--- config.mk ---
export PLATFORM = sky130hd
export DESIGN_NAME = two_key_sorted_ring_queue_unit_flat
export DESIGN_NICKNAME = d
export VERILOG_FILES = /design/src/design/tksrq_pkg.sv /design/src/design/tksrq_req_if.sv /design/src/design/tksrq_rsp_if.sv /design/src/design/tksrq_engine.sv /design/src/design/two_key_sorted_ring_queue_unit.sv /design/src/flat_wrapper.sv
export SDC_FILE = /design/constraint.sdc
export NUM_CORES = 1
export LEC_CHECK = 0
export BUFFER_PORTS_ARGS = -buffer_cell sky130_fd_sc_hd__buf_2
export CORE_MARGIN = 3
export CORE_UTILIZATION = 40
export CTS_CLUSTER_DIAMETER = 150
export DETAILED_ROUTE_END_ITERATION = 10
export GPL_ROUTABILITY_DRIVEN = 0
export PLACE_DENSITY = 0.51
export SYNTH_ARGS = -nofsm -noshare
export SYNTH_HDL_FRONTEND = slang
export SYNTH_SLANG_ARGS = --single-unit
--- constraint.sdc ---
create_clock -name clk -period 3.7 [get_ports clk]
set_input_delay 0.74 -clock clk [delete_from_list [all_inputs] [get_ports clk]]
set_output_delay 0.74 -clock clk [all_outputs]
set_load 0.1 [all_outputs]
--- src/design/tksrq_pkg.sv ---
// ----------------------------------------------------------------------------
// tksrq_pkg: shared types and codes of the two-key sorted ring queue
// Transaction payloads, entry layout, operation and status codes.
// ----------------------------------------------------------------------------
`default_nettype none

package tksrq_pkg;

  // widths fixed by the transaction fields
  localparam int KEY_W  = 8;
  localparam int OP_W   = 2;
  localparam int ST_W   = 2;
  localparam int RING_W = 5;
  localparam int CNT_W  = 5;

  // ring size after reset
  localparam int RING_RESET = 16;

  // operation codes
  localparam logic [OP_W-1:0] OP_ENQ    = 2'd0;
  localparam logic [OP_W-1:0] OP_DEQ    = 2'd1;
  localparam logic [OP_W-1:0] OP_RESORT = 2'd2;

  // status codes
  localparam logic [ST_W-1:0] ST_OK        = 2'd0;
  localparam logic [ST_W-1:0] ST_EMPTY     = 2'd1;
  localparam logic [ST_W-1:0] ST_FULL      = 2'd2;
  localparam logic [ST_W-1:0] ST_NOT_FOUND = 2'd3;

  typedef struct packed {
    logic [OP_W-1:0]  op;
    logic [KEY_W-1:0] item_id;
    logic [KEY_W-1:0] patience;
    logic [KEY_W-1:0] priority_req;
  } req_item_t;

  typedef struct packed {
    logic             item_valid;
    logic [KEY_W-1:0] out_id;
    logic [KEY_W-1:0] out_patience;
    logic [KEY_W-1:0] out_priority;
    logic [ST_W-1:0]  status;
    logic [CNT_W-1:0] count;
  } rsp_item_t;

  // one ring slot
  typedef struct packed {
    logic [KEY_W-1:0] id;
    logic [KEY_W-1:0] patience;
    logic [KEY_W-1:0] prio;
  } entry_t;

endpackage

`default_nettype wire

--- src/design/tksrq_req_if.sv ---
// ----------------------------------------------------------------------------
// tksrq_req_if: request channel of the sorted ring queue
// Valid/ready channel carrying one operation per transaction.
// ----------------------------------------------------------------------------
`default_nettype none

interface tksrq_req_if;
  import tksrq_pkg::*;

  logic      valid;
  logic      ready;
  req_item_t data;

  modport source (output valid, output data, input ready);
  modport sink   (input valid, input data, output ready);
endinterface

`default_nettype wire

--- src/design/tksrq_rsp_if.sv ---
// ----------------------------------------------------------------------------
// tksrq_rsp_if: response channel of the sorted ring queue
// Valid/ready channel carrying one result per transaction.
// ----------------------------------------------------------------------------
`default_nettype none

interface tksrq_rsp_if;
  import tksrq_pkg::*;

  logic      valid;
  logic      ready;
  rsp_item_t data;

  modport source (output valid, output data, input ready);
  modport sink   (input valid, input data, output ready);
endinterface

`default_nettype wire

--- src/design/tksrq_engine.sv ---
// ----------------------------------------------------------------------------
// tksrq_engine: slot memory and sequencer of the sorted ring queue
// Holds the ring in a synchronous RAM and runs enqueue, dequeue, id search
// and the bubbling toward the head on both keys as read-modify-write steps, one swap a cycle.
// ----------------------------------------------------------------------------
`default_nettype none

module tksrq_engine #(
  parameter int CAPACITY = 16
) (
  input  wire logic                        clk,
  input  wire logic                        rst,
  input  wire logic                        cmd_valid,
  output logic                             cmd_ready,
  input  wire tksrq_pkg::req_item_t        cmd,
  input  wire logic [tksrq_pkg::RING_W-1:0] ring,
  input  wire logic                        clear,
  output logic                             res_valid,
  input  wire logic                        res_ready,
  output tksrq_pkg::rsp_item_t             res
);
  import tksrq_pkg::*;

  localparam int IW = (CAPACITY > 1) ? $clog2(CAPACITY) : 1;
  localparam int XW = ((IW > RING_W) ? IW : RING_W) + 1;

  typedef logic [IW-1:0] idx_t;

  typedef enum logic [2:0] {
    S_IDLE, S_DEQ, S_SRCH, S_START, S_BUB, S_FIN, S_PUT
  } state_t;

  // next slot index, wrapping at the ring size
  function automatic idx_t idx_inc(idx_t x, logic [RING_W-1:0] m);
    logic [XW-1:0] s;
    s = XW'(x) + XW'(1);
    return (s == XW'(m)) ? '0 : s[IW-1:0];
  endfunction

  // previous slot index, wrapping at the ring size
  function automatic idx_t idx_dec(idx_t x, logic [RING_W-1:0] m);
    logic [XW-1:0] t;
    t = XW'(m) - XW'(1);
    return (x == '0) ? t[IW-1:0] : x - IW'(1);
  endfunction

  state_t           state;
  idx_t             head, tail, pos, prv, spos;
  logic [CNT_W-1:0] cnt, k;
  logic             phase;
  entry_t           carried;
  rsp_item_t        res_reg;
  entry_t           rdata;
  entry_t           mem [CAPACITY];

  logic   rd_en, wr_en;
  idx_t   rd_addr, wr_addr;
  entry_t wr_data;
  idx_t   pos_dec, prv_dec, spos_inc, head_inc, tail_inc;
  logic   pat_lt, pri_lt, move, match, last_k, deq_rd;
  logic [ST_W-1:0] take_st;

  // index helpers and comparisons
  always_comb begin
    pos_dec  = idx_dec(pos, ring);
    prv_dec  = idx_dec(prv, ring);
    spos_inc = idx_inc(spos, ring);
    head_inc = idx_inc(head, ring);
    tail_inc = idx_inc(tail, ring);
    pat_lt   = carried.patience < rdata.patience;
    pri_lt   = carried.prio < rdata.prio;
    move     = (!phase && pat_lt) || pri_lt;
    match    = rdata.id == carried.id;
    last_k   = k == (cnt - CNT_W'(1));
    deq_rd   = cmd_valid && (cnt != '0) && ((cmd.op == OP_DEQ) || (cmd.op == OP_RESORT));
  end

  // status of a request decided when it is taken
  always_comb begin
    take_st = ST_OK;
    case (cmd.op)
      OP_ENQ: begin
        if (cnt >= CNT_W'(ring)) take_st = ST_FULL;
      end
      OP_DEQ: begin
        if (cnt == '0) take_st = ST_EMPTY;
      end
      OP_RESORT: begin
        if (cnt == '0) take_st = ST_NOT_FOUND;
      end
      default: begin
        take_st = ST_OK;
      end
    endcase
  end

  // memory port control
  always_comb begin
    rd_en   = 1'b0;
    rd_addr = head;
    wr_en   = 1'b0;
    wr_addr = pos;
    wr_data = carried;
    unique case (state)
      S_IDLE: begin
        rd_en = deq_rd;
      end
      S_START: begin
        if (pos != head) begin
          rd_en   = 1'b1;
          rd_addr = pos_dec;
        end else begin
          wr_en = 1'b1;
        end
      end
      S_BUB: begin
        wr_en = 1'b1;
        if (move) begin
          wr_data = rdata;
          if (prv != head) begin
            rd_en   = 1'b1;
            rd_addr = prv_dec;
          end
        end
      end
      S_FIN: begin
        wr_en = 1'b1;
      end
      S_SRCH: begin
        if (!match && !last_k) begin
          rd_en   = 1'b1;
          rd_addr = spos_inc;
        end
      end
      default: begin
        rd_en = 1'b0;
      end
    endcase
  end

  // slot ram, registered read
  always_ff @(posedge clk) begin
    if (wr_en) begin
      mem[wr_addr] <= wr_data;
    end
    if (rd_en) begin
      rdata <= mem[rd_addr];
    end
  end

  // sequencer
  always_ff @(posedge clk) begin
    if (rst) begin
      state <= S_IDLE;
      head  <= '0;
      tail  <= '0;
      cnt   <= '0;
      phase <= 1'b0;
    end else if (clear) begin
      head <= '0;
      tail <= '0;
      cnt  <= '0;
    end else begin
      unique case (state)
        S_IDLE: begin
          if (cmd_valid) begin
            carried <= '{id: cmd.item_id, patience: cmd.patience, prio: cmd.priority_req};
            phase   <= 1'b0;
            res_reg <= '{item_valid: 1'b0, out_id: '0, out_patience: '0,
                         out_priority: '0, status: take_st, count: '0};
            unique case (cmd.op)
              OP_ENQ: begin
                if (cnt >= CNT_W'(ring)) begin
                  state <= S_PUT;
                end else begin
                  if (cnt == '0) begin
                    head <= '0;
                    tail <= '0;
                    pos  <= '0;
                  end else begin
                    tail <= tail_inc;
                    pos  <= tail_inc;
                  end
                  cnt   <= cnt + CNT_W'(1);
                  state <= S_START;
                end
              end
              OP_DEQ: begin
                if (cnt == '0) begin
                  state <= S_PUT;
                end else begin
                  state <= S_DEQ;
                end
              end
              OP_RESORT: begin
                if (cnt == '0) begin
                  state <= S_PUT;
                end else begin
                  spos  <= head;
                  k     <= '0;
                  state <= S_SRCH;
                end
              end
              default: begin
                state <= S_PUT;
              end
            endcase
          end
        end
        // head entry has come back from the ram
        S_DEQ: begin
          res_reg.item_valid   <= 1'b1;
          res_reg.out_id       <= rdata.id;
          res_reg.out_patience <= rdata.patience;
          res_reg.out_priority <= rdata.prio;
          if (cnt == CNT_W'(1)) begin
            head <= '0;
            tail <= '0;
          end else begin
            head <= head_inc;
          end
          cnt   <= cnt - CNT_W'(1);
          state <= S_PUT;
        end
        // walk from the head, one slot a cycle
        S_SRCH: begin
          if (match) begin
            pos   <= spos;
            state <= S_START;
          end else if (last_k) begin
            res_reg.status <= ST_NOT_FOUND;
            state          <= S_PUT;
          end else begin
            spos <= spos_inc;
            k    <= k + CNT_W'(1);
          end
        end
        S_START: begin
          if (pos == head) begin
            state <= S_PUT;
          end else begin
            prv   <= pos_dec;
            state <= S_BUB;
          end
        end
        // predecessor moves down one slot, carried entry moves up
        S_BUB: begin
          if (move) begin
            pos   <= prv;
            phase <= phase | !pat_lt;
            if (prv == head) begin
              state <= S_FIN;
            end else begin
              prv <= prv_dec;
            end
          end else begin
            state <= S_PUT;
          end
        end
        S_FIN: begin
          state <= S_PUT;
        end
        S_PUT: begin
          if (res_ready) begin
            state <= S_IDLE;
          end
        end
        default: begin
          state <= S_IDLE;
        end
      endcase
    end
  end

  // handshake and result
  always_comb begin
    cmd_ready = state == S_IDLE;
    res_valid = state == S_PUT;
    res       = res_reg;
    res.count = cnt;
  end

endmodule

`default_nettype wire

--- src/design/two_key_sorted_ring_queue_unit.sv ---
// ----------------------------------------------------------------------------
// two_key_sorted_ring_queue_unit: priority queue in a sorted ring buffer
// Entries are ordered by patience, then by priority, toward the head.
// ----------------------------------------------------------------------------
//
//   channel   dir   handshake          payload
//   req       in    valid/ready        op, item_id, patience, priority_req
//   rsp       out   valid/ready        item_valid, out_id, out_patience,
//                                      out_priority, status, count
//   cfg       in    cfg_we             cfg_wdata (ring size, clears queue)
//
// Synchronous reset empties the queue; ring size 16, or CAPACITY if smaller.
// A result waits in the output register while the next request runs; the
// engine stalls in its result state only while that register is still full.
`default_nettype none

module two_key_sorted_ring_queue_unit #(
  parameter int CAPACITY = 16
) (
  input  wire logic                         clk,
  input  wire logic                         rst,
  tksrq_req_if.sink                         req,
  tksrq_rsp_if.source                       rsp,
  input  wire logic                         cfg_we,
  input  wire logic [tksrq_pkg::RING_W-1:0] cfg_wdata
);
  import tksrq_pkg::*;

  localparam logic [RING_W-1:0] RING_RST =
    RING_W'((CAPACITY < RING_RESET) ? CAPACITY : RING_RESET);

  // register value clamped into 1 .. CAPACITY
  function automatic logic [RING_W-1:0] ring_clamp(logic [RING_W-1:0] v);
    if (v == '0) begin
      return RING_W'(1);
    end else if (int'(v) > CAPACITY) begin
      return RING_W'(CAPACITY);
    end else begin
      return v;
    end
  endfunction

  logic [RING_W-1:0] ring;
  logic              res_valid, res_ready;
  rsp_item_t         res;

  // ring size register
  always_ff @(posedge clk) begin
    if (rst) begin
      ring <= RING_RST;
    end else if (cfg_we) begin
      ring <= ring_clamp(cfg_wdata);
    end
  end

  tksrq_engine #(
    .CAPACITY (CAPACITY)
  ) u_engine (
    .clk       (clk),
    .rst       (rst),
    .cmd_valid (req.valid),
    .cmd_ready (req.ready),
    .cmd       (req.data),
    .ring      (ring),
    .clear     (cfg_we),
    .res_valid (res_valid),
    .res_ready (res_ready),
    .res       (res)
  );

  // output register
  assign res_ready = !rsp.valid || rsp.ready;

  always_ff @(posedge clk) begin
    if (rst) begin
      rsp.valid <= 1'b0;
    end else if (res_ready) begin
      rsp.valid <= res_valid;
    end
  end

  always_ff @(posedge clk) begin
    if (res_ready && res_valid) begin
      rsp.data <= res;
    end
  end

endmodule

`default_nettype wire

--- src/flat_wrapper.sv ---
// flat-port wrapper written by rule: the top's interface ports become plain ports
module two_key_sorted_ring_queue_unit_flat import tksrq_pkg::*;
#(
  parameter int CAPACITY = 16
)
  (clk, rst, cfg_we, cfg_wdata, req_valid, req_data, req_ready, rsp_valid, rsp_data, rsp_ready);
  tksrq_req_if req_i ();
  tksrq_rsp_if rsp_i ();
  input  wire logic clk;
  input  wire logic rst;
  input  wire logic cfg_we;
  input  wire logic [tksrq_pkg::RING_W-1:0] cfg_wdata;
  input wire logic [$bits(req_i.valid)-1:0] req_valid;
  input wire logic [$bits(req_i.data)-1:0] req_data;
  output wire logic [$bits(req_i.ready)-1:0] req_ready;
  output wire logic [$bits(rsp_i.valid)-1:0] rsp_valid;
  output wire logic [$bits(rsp_i.data)-1:0] rsp_data;
  input wire logic [$bits(rsp_i.ready)-1:0] rsp_ready;
  assign req_i.valid = req_valid;
  assign req_i.data = req_data;
  assign req_ready = req_i.ready;
  assign rsp_valid = rsp_i.valid;
  assign rsp_data = rsp_i.data;
  assign rsp_i.ready = rsp_ready;
  two_key_sorted_ring_queue_unit #(.CAPACITY(CAPACITY)) u_core (.clk(clk), .rst(rst), .req(req_i), .rsp(rsp_i), .cfg_we(cfg_we), .cfg_wdata(cfg_wdata));
endmodule
==> impl_summary.log <==
INFO  metric run_status = completed
INFO  metric setup_slack = 71.8 ps
INFO  metric synth_ff_type = edfxtp_1
INFO  metric report.final.slew_viol_count = 0
INFO  metric crit_chain = ha_1 > o211ai_1 > o21ai_0 > a211oi_2 > buf_4 > nor2_2 > mux2_2 > buf_12 > nor2_4 > nor3_4 > buf_4 > buf_12 > a32oi_1 > and4_1
INFO  metric placed_area = 24600 um^2
INFO  metric fillerInstances = 4822
INFO  metric met1Wirelength = 27600 um
INFO  metric wl_met2 = 27600 um
INFO  metric ant_nets = 0
INFO  metric totalNegativeSetupSlack = 0 ps
INFO  metric dp_hpwl = 37800 um
INFO  metric layout_min_cycle_time = 3630 ps
INFO  metric grt_antenna_before_repair = 2
INFO  metric async_s_r_ff_share_synth = 0
INFO  metric skew = 27.0 ps
INFO  metric leakage = 9.13 nW
INFO  metric groute.usage.overall = 0.195
INFO  metric postLayoutCellArea = 26900 um^2
INFO  metric finalSetupViolations = 0
INFO  metric clock_tree.htree_level_count = 2
INFO  metric post_route_drc_violation_count = 0
INFO  metric worst_setup_hold_path_clk_slew = 60 ps
INFO  metric vias_per_cell = 5.55
INFO  metric cts_tree = done
INFO  metric buffer_ports.inserted = 69
INFO  metric ctsRootBufferMaster = clkbuf_16
INFO  metric cts_buffer_depth = 3
INFO  metric yosysUniqueCellTypes = 80
INFO  metric cpPeakStageDelay = 440 ps
INFO  metric power.density_cell_area = 699 nW/um^2
INFO  metric leading_cell_types_in_the_layout_fill_and_taps_excluded = 508 x edfxtp_1, 195 x nand2_1, 94 x buf_4, 79 x mux2i_1, 69 x buf_2
INFO  metric element_type_at_the_critical_path_end = flop
INFO  metric cts_hold_buffers = 0
INFO  metric drt-initial-drc-count = 1021
INFO  metric maxCapViolations = 0
INFO  metric post_synth_edffs = 508
INFO  metric routed_length_per_instance = 23.8 um
INFO  metric vdd_drop_max = 0.000426 V
INFO  metric ys_ff_latch = 531
INFO  metric number_of_global_route_vias_before_repair = 13.7k
INFO  metric grt_first_pass_wirelength = 87300 um
INFO  metric crit_slowest_cell = edfxtp_1
INFO  metric yosysSeqAreaShare = 0.700
INFO  metric clock_sink_count = 531
INFO  metric grt_setup_unrepaired = yes
INFO  metric start_util = 0.406
INFO  metric core = 55300 um^2
INFO  metric place_worst_setup_slack = 29.6 ps
INFO  metric synth_warnings = 0
INFO  metric synth_fp_nets = 1643
INFO  metric postSynthCellCount = 1571
INFO  metric timing.fmax = 276 MHz
INFO  metric die_height = 243 um
INFO  metric grt_max_degree = 48
INFO  metric critPathRequiredTime = 4170 ps
INFO  metric placement_rows = 86
INFO  metric cp_max_fo = 25
INFO  metric worstPathArrival = 4090 ps
INFO  metric largest_register_ff_count = 384
INFO  metric final-instance-count-excl-fill = 2529
INFO  metric global_route.overflow_total = 0
INFO  metric dp_cells = 2406
INFO  metric floorplan.die.width = 243 um
INFO  metric worstMarginPinSlew = 873 ps
INFO  metric worst_skew_pair.late_latency = 610 ps
INFO  metric boundaryPins = 70
INFO  metric met3RoutedLength = 3940 um
INFO  metric post_synth_instance_area = 22500 um^2
INFO  metric start_kind = flop
INFO  metric crit_type = flop to flop
INFO  metric area_growth_syn_to_layout = 19.8%
INFO  metric relSlewSlack = 0.417
INFO  metric hp-class = primary input to flop
INFO  metric drt_first_pass_iters = 5
INFO  metric period_share = 0.981
INFO  metric numCtsBuffers = 57
INFO  metric mostFrequentLayoutCell = edfxtp_1
INFO  metric route.final.wire_length = 60200 um
INFO  metric via_count = 14.0k
INFO  metric topRoutingLayerUsed = met4
INFO  metric final_layout_size_suffix_gt1_frac = 0.202
INFO  metric die_area = 59000 um^2
INFO  metric design_power_total = 0.0188 W
INFO  metric final_net_count = 1808
INFO  metric syn-mean-instance-area = 14.3 um^2
INFO  metric finalHoldViolations = 0
cell usage after synthesis (4+ instances only):
master | number | share of area
mux2i_1 | 79 | 0.035
buf_4 | 7 | 0.0023
nand4_1 | 25 | 0.0070
buf_2 | 34 | 0.0076
inv_1 | 42 | 0.0070
nand3_1 | 60 | 0.013
dfxtp_1 | 23 | 0.021
and2_1 | 30 | 0.0084
and4_1 | 25 | 0.0098
nor4_1 | 7 | 0.0019
xnor2_1 | 20 | 0.0078
a22oi_1 | 5 | 0.0017
xor2_1 | 27 | 0.011
and3_1 | 4 | 0.0011
nand2b_1 | 8 | 0.0022
nand3b_1 | 4 | 0.0013
edfxtp_1 | 508 | 0.68
mux2_2 | 13 | 0.0065
a32oi_1 | 71 | 0.028
a21o_1 | 6 | 0.0020
nand2_1 | 196 | 0.033
nor2_1 | 58 | 0.0097
o2111a_1 | 24 | 0.012
o21ai_0 | 44 | 0.0098
o211ai_1 | 6 | 0.0020
a31oi_1 | 24 | 0.0067
ha_1 | 36 | 0.020
a211oi_1 | 7 | 0.0023
clkbuf_1 | 52 | 0.0087
nor3_1 | 16 | 0.0036
a21oi_1 | 28 | 0.0062
nor2b_1 | 10 | 0.0028
cell families after synthesis:
family | synth area share
compound gates | 0.0896
xor+xnor | 0.0191
fa+ha+maj | 0.0201
buf+inv | 0.0265
flops | 0.700
mux | 0.0417
simple gates | 0.103
critical path, delay by kind of cell (launching register included):
family | cells | cell delay, ps
compound gates | 4 | 930
fa+ha+maj | 1 | 320
buf+inv | 4 | 690
flops | 1 | 440
mux | 1 | 410
simple gates | 4 | 670
stage by stage:
step            util  hold WS, ps
6_report       0.486          308
5_1_grt        0.486          280
4_1_cts        0.477          271
2_1_floorplan      -          400
3_3_place_gp   0.444          402
3_5_place_dp   0.444          406
per-layer routing:
layer  global-route usage  vias up
li1                     -     6410
met1                0.282     7143
met2                0.301      417
met3               0.0410       77
met4               0.0460        0
met5                    0        -
path summary, 6_finish.rpt:
kind	from	endpoint	slack, ps	depth (start not counted)
worst max-delay path	u_core.u_engine.carried[9]$_DFFE_PP_	u_core.u_engine.rdata[14]$_DFFE_PP_	70	14
worst min-delay path	req_data[5]	u_core.u_engine.carried[5]$_DFFE_PP_	310	1
worst max register to register	u_core.u_engine.carried[9]$_DFFE_PP_	u_core.u_engine.rdata[14]$_DFFE_PP_	70	14
worst min register to register	u_core.u_engine.res[8]$_SDFFCE_PN0P_	u_core.rsp.data[8]$_DFFE_PP_	410	0
power breakdown:
| part | leakage (nW) | switching [W] | internal, W |
|---|---|---|---|
| registers | 4.79 | 0.000321 | 0.00746 |
| logic | 3.45 | 0.00343 | 0.00206 |
| clock network | 0.889 | 0.00229 | 0.00325 |
final cells by class:
| cell class | count | area [um^2] | share of cell area |
|---|---|---|---|
| Clock buffer | 69 | 1480 | 0.0551 |
| Sequential cell | 531 | 15700 | 0.584 |
| Antenna cell | 1 | 2.50 | 0.0000930 |
| Multi-Input combinational cell | 904 | 6450 | 0.240 |
| Tap cell | 748 | 936 | 0.0348 |
| Clock inverter | 34 | 320 | 0.0119 |
| Timing Repair Buffer | 200 | 1830 | 0.0680 |
| Inverter | 42 | 158 | 0.00586 |
repair_timing:
action	in CTS	in global routing
buffers inserted	0	7
endpoints found under the setup margin	0	24
resized for setup	0	27
(Power assumes the default switching activity.)
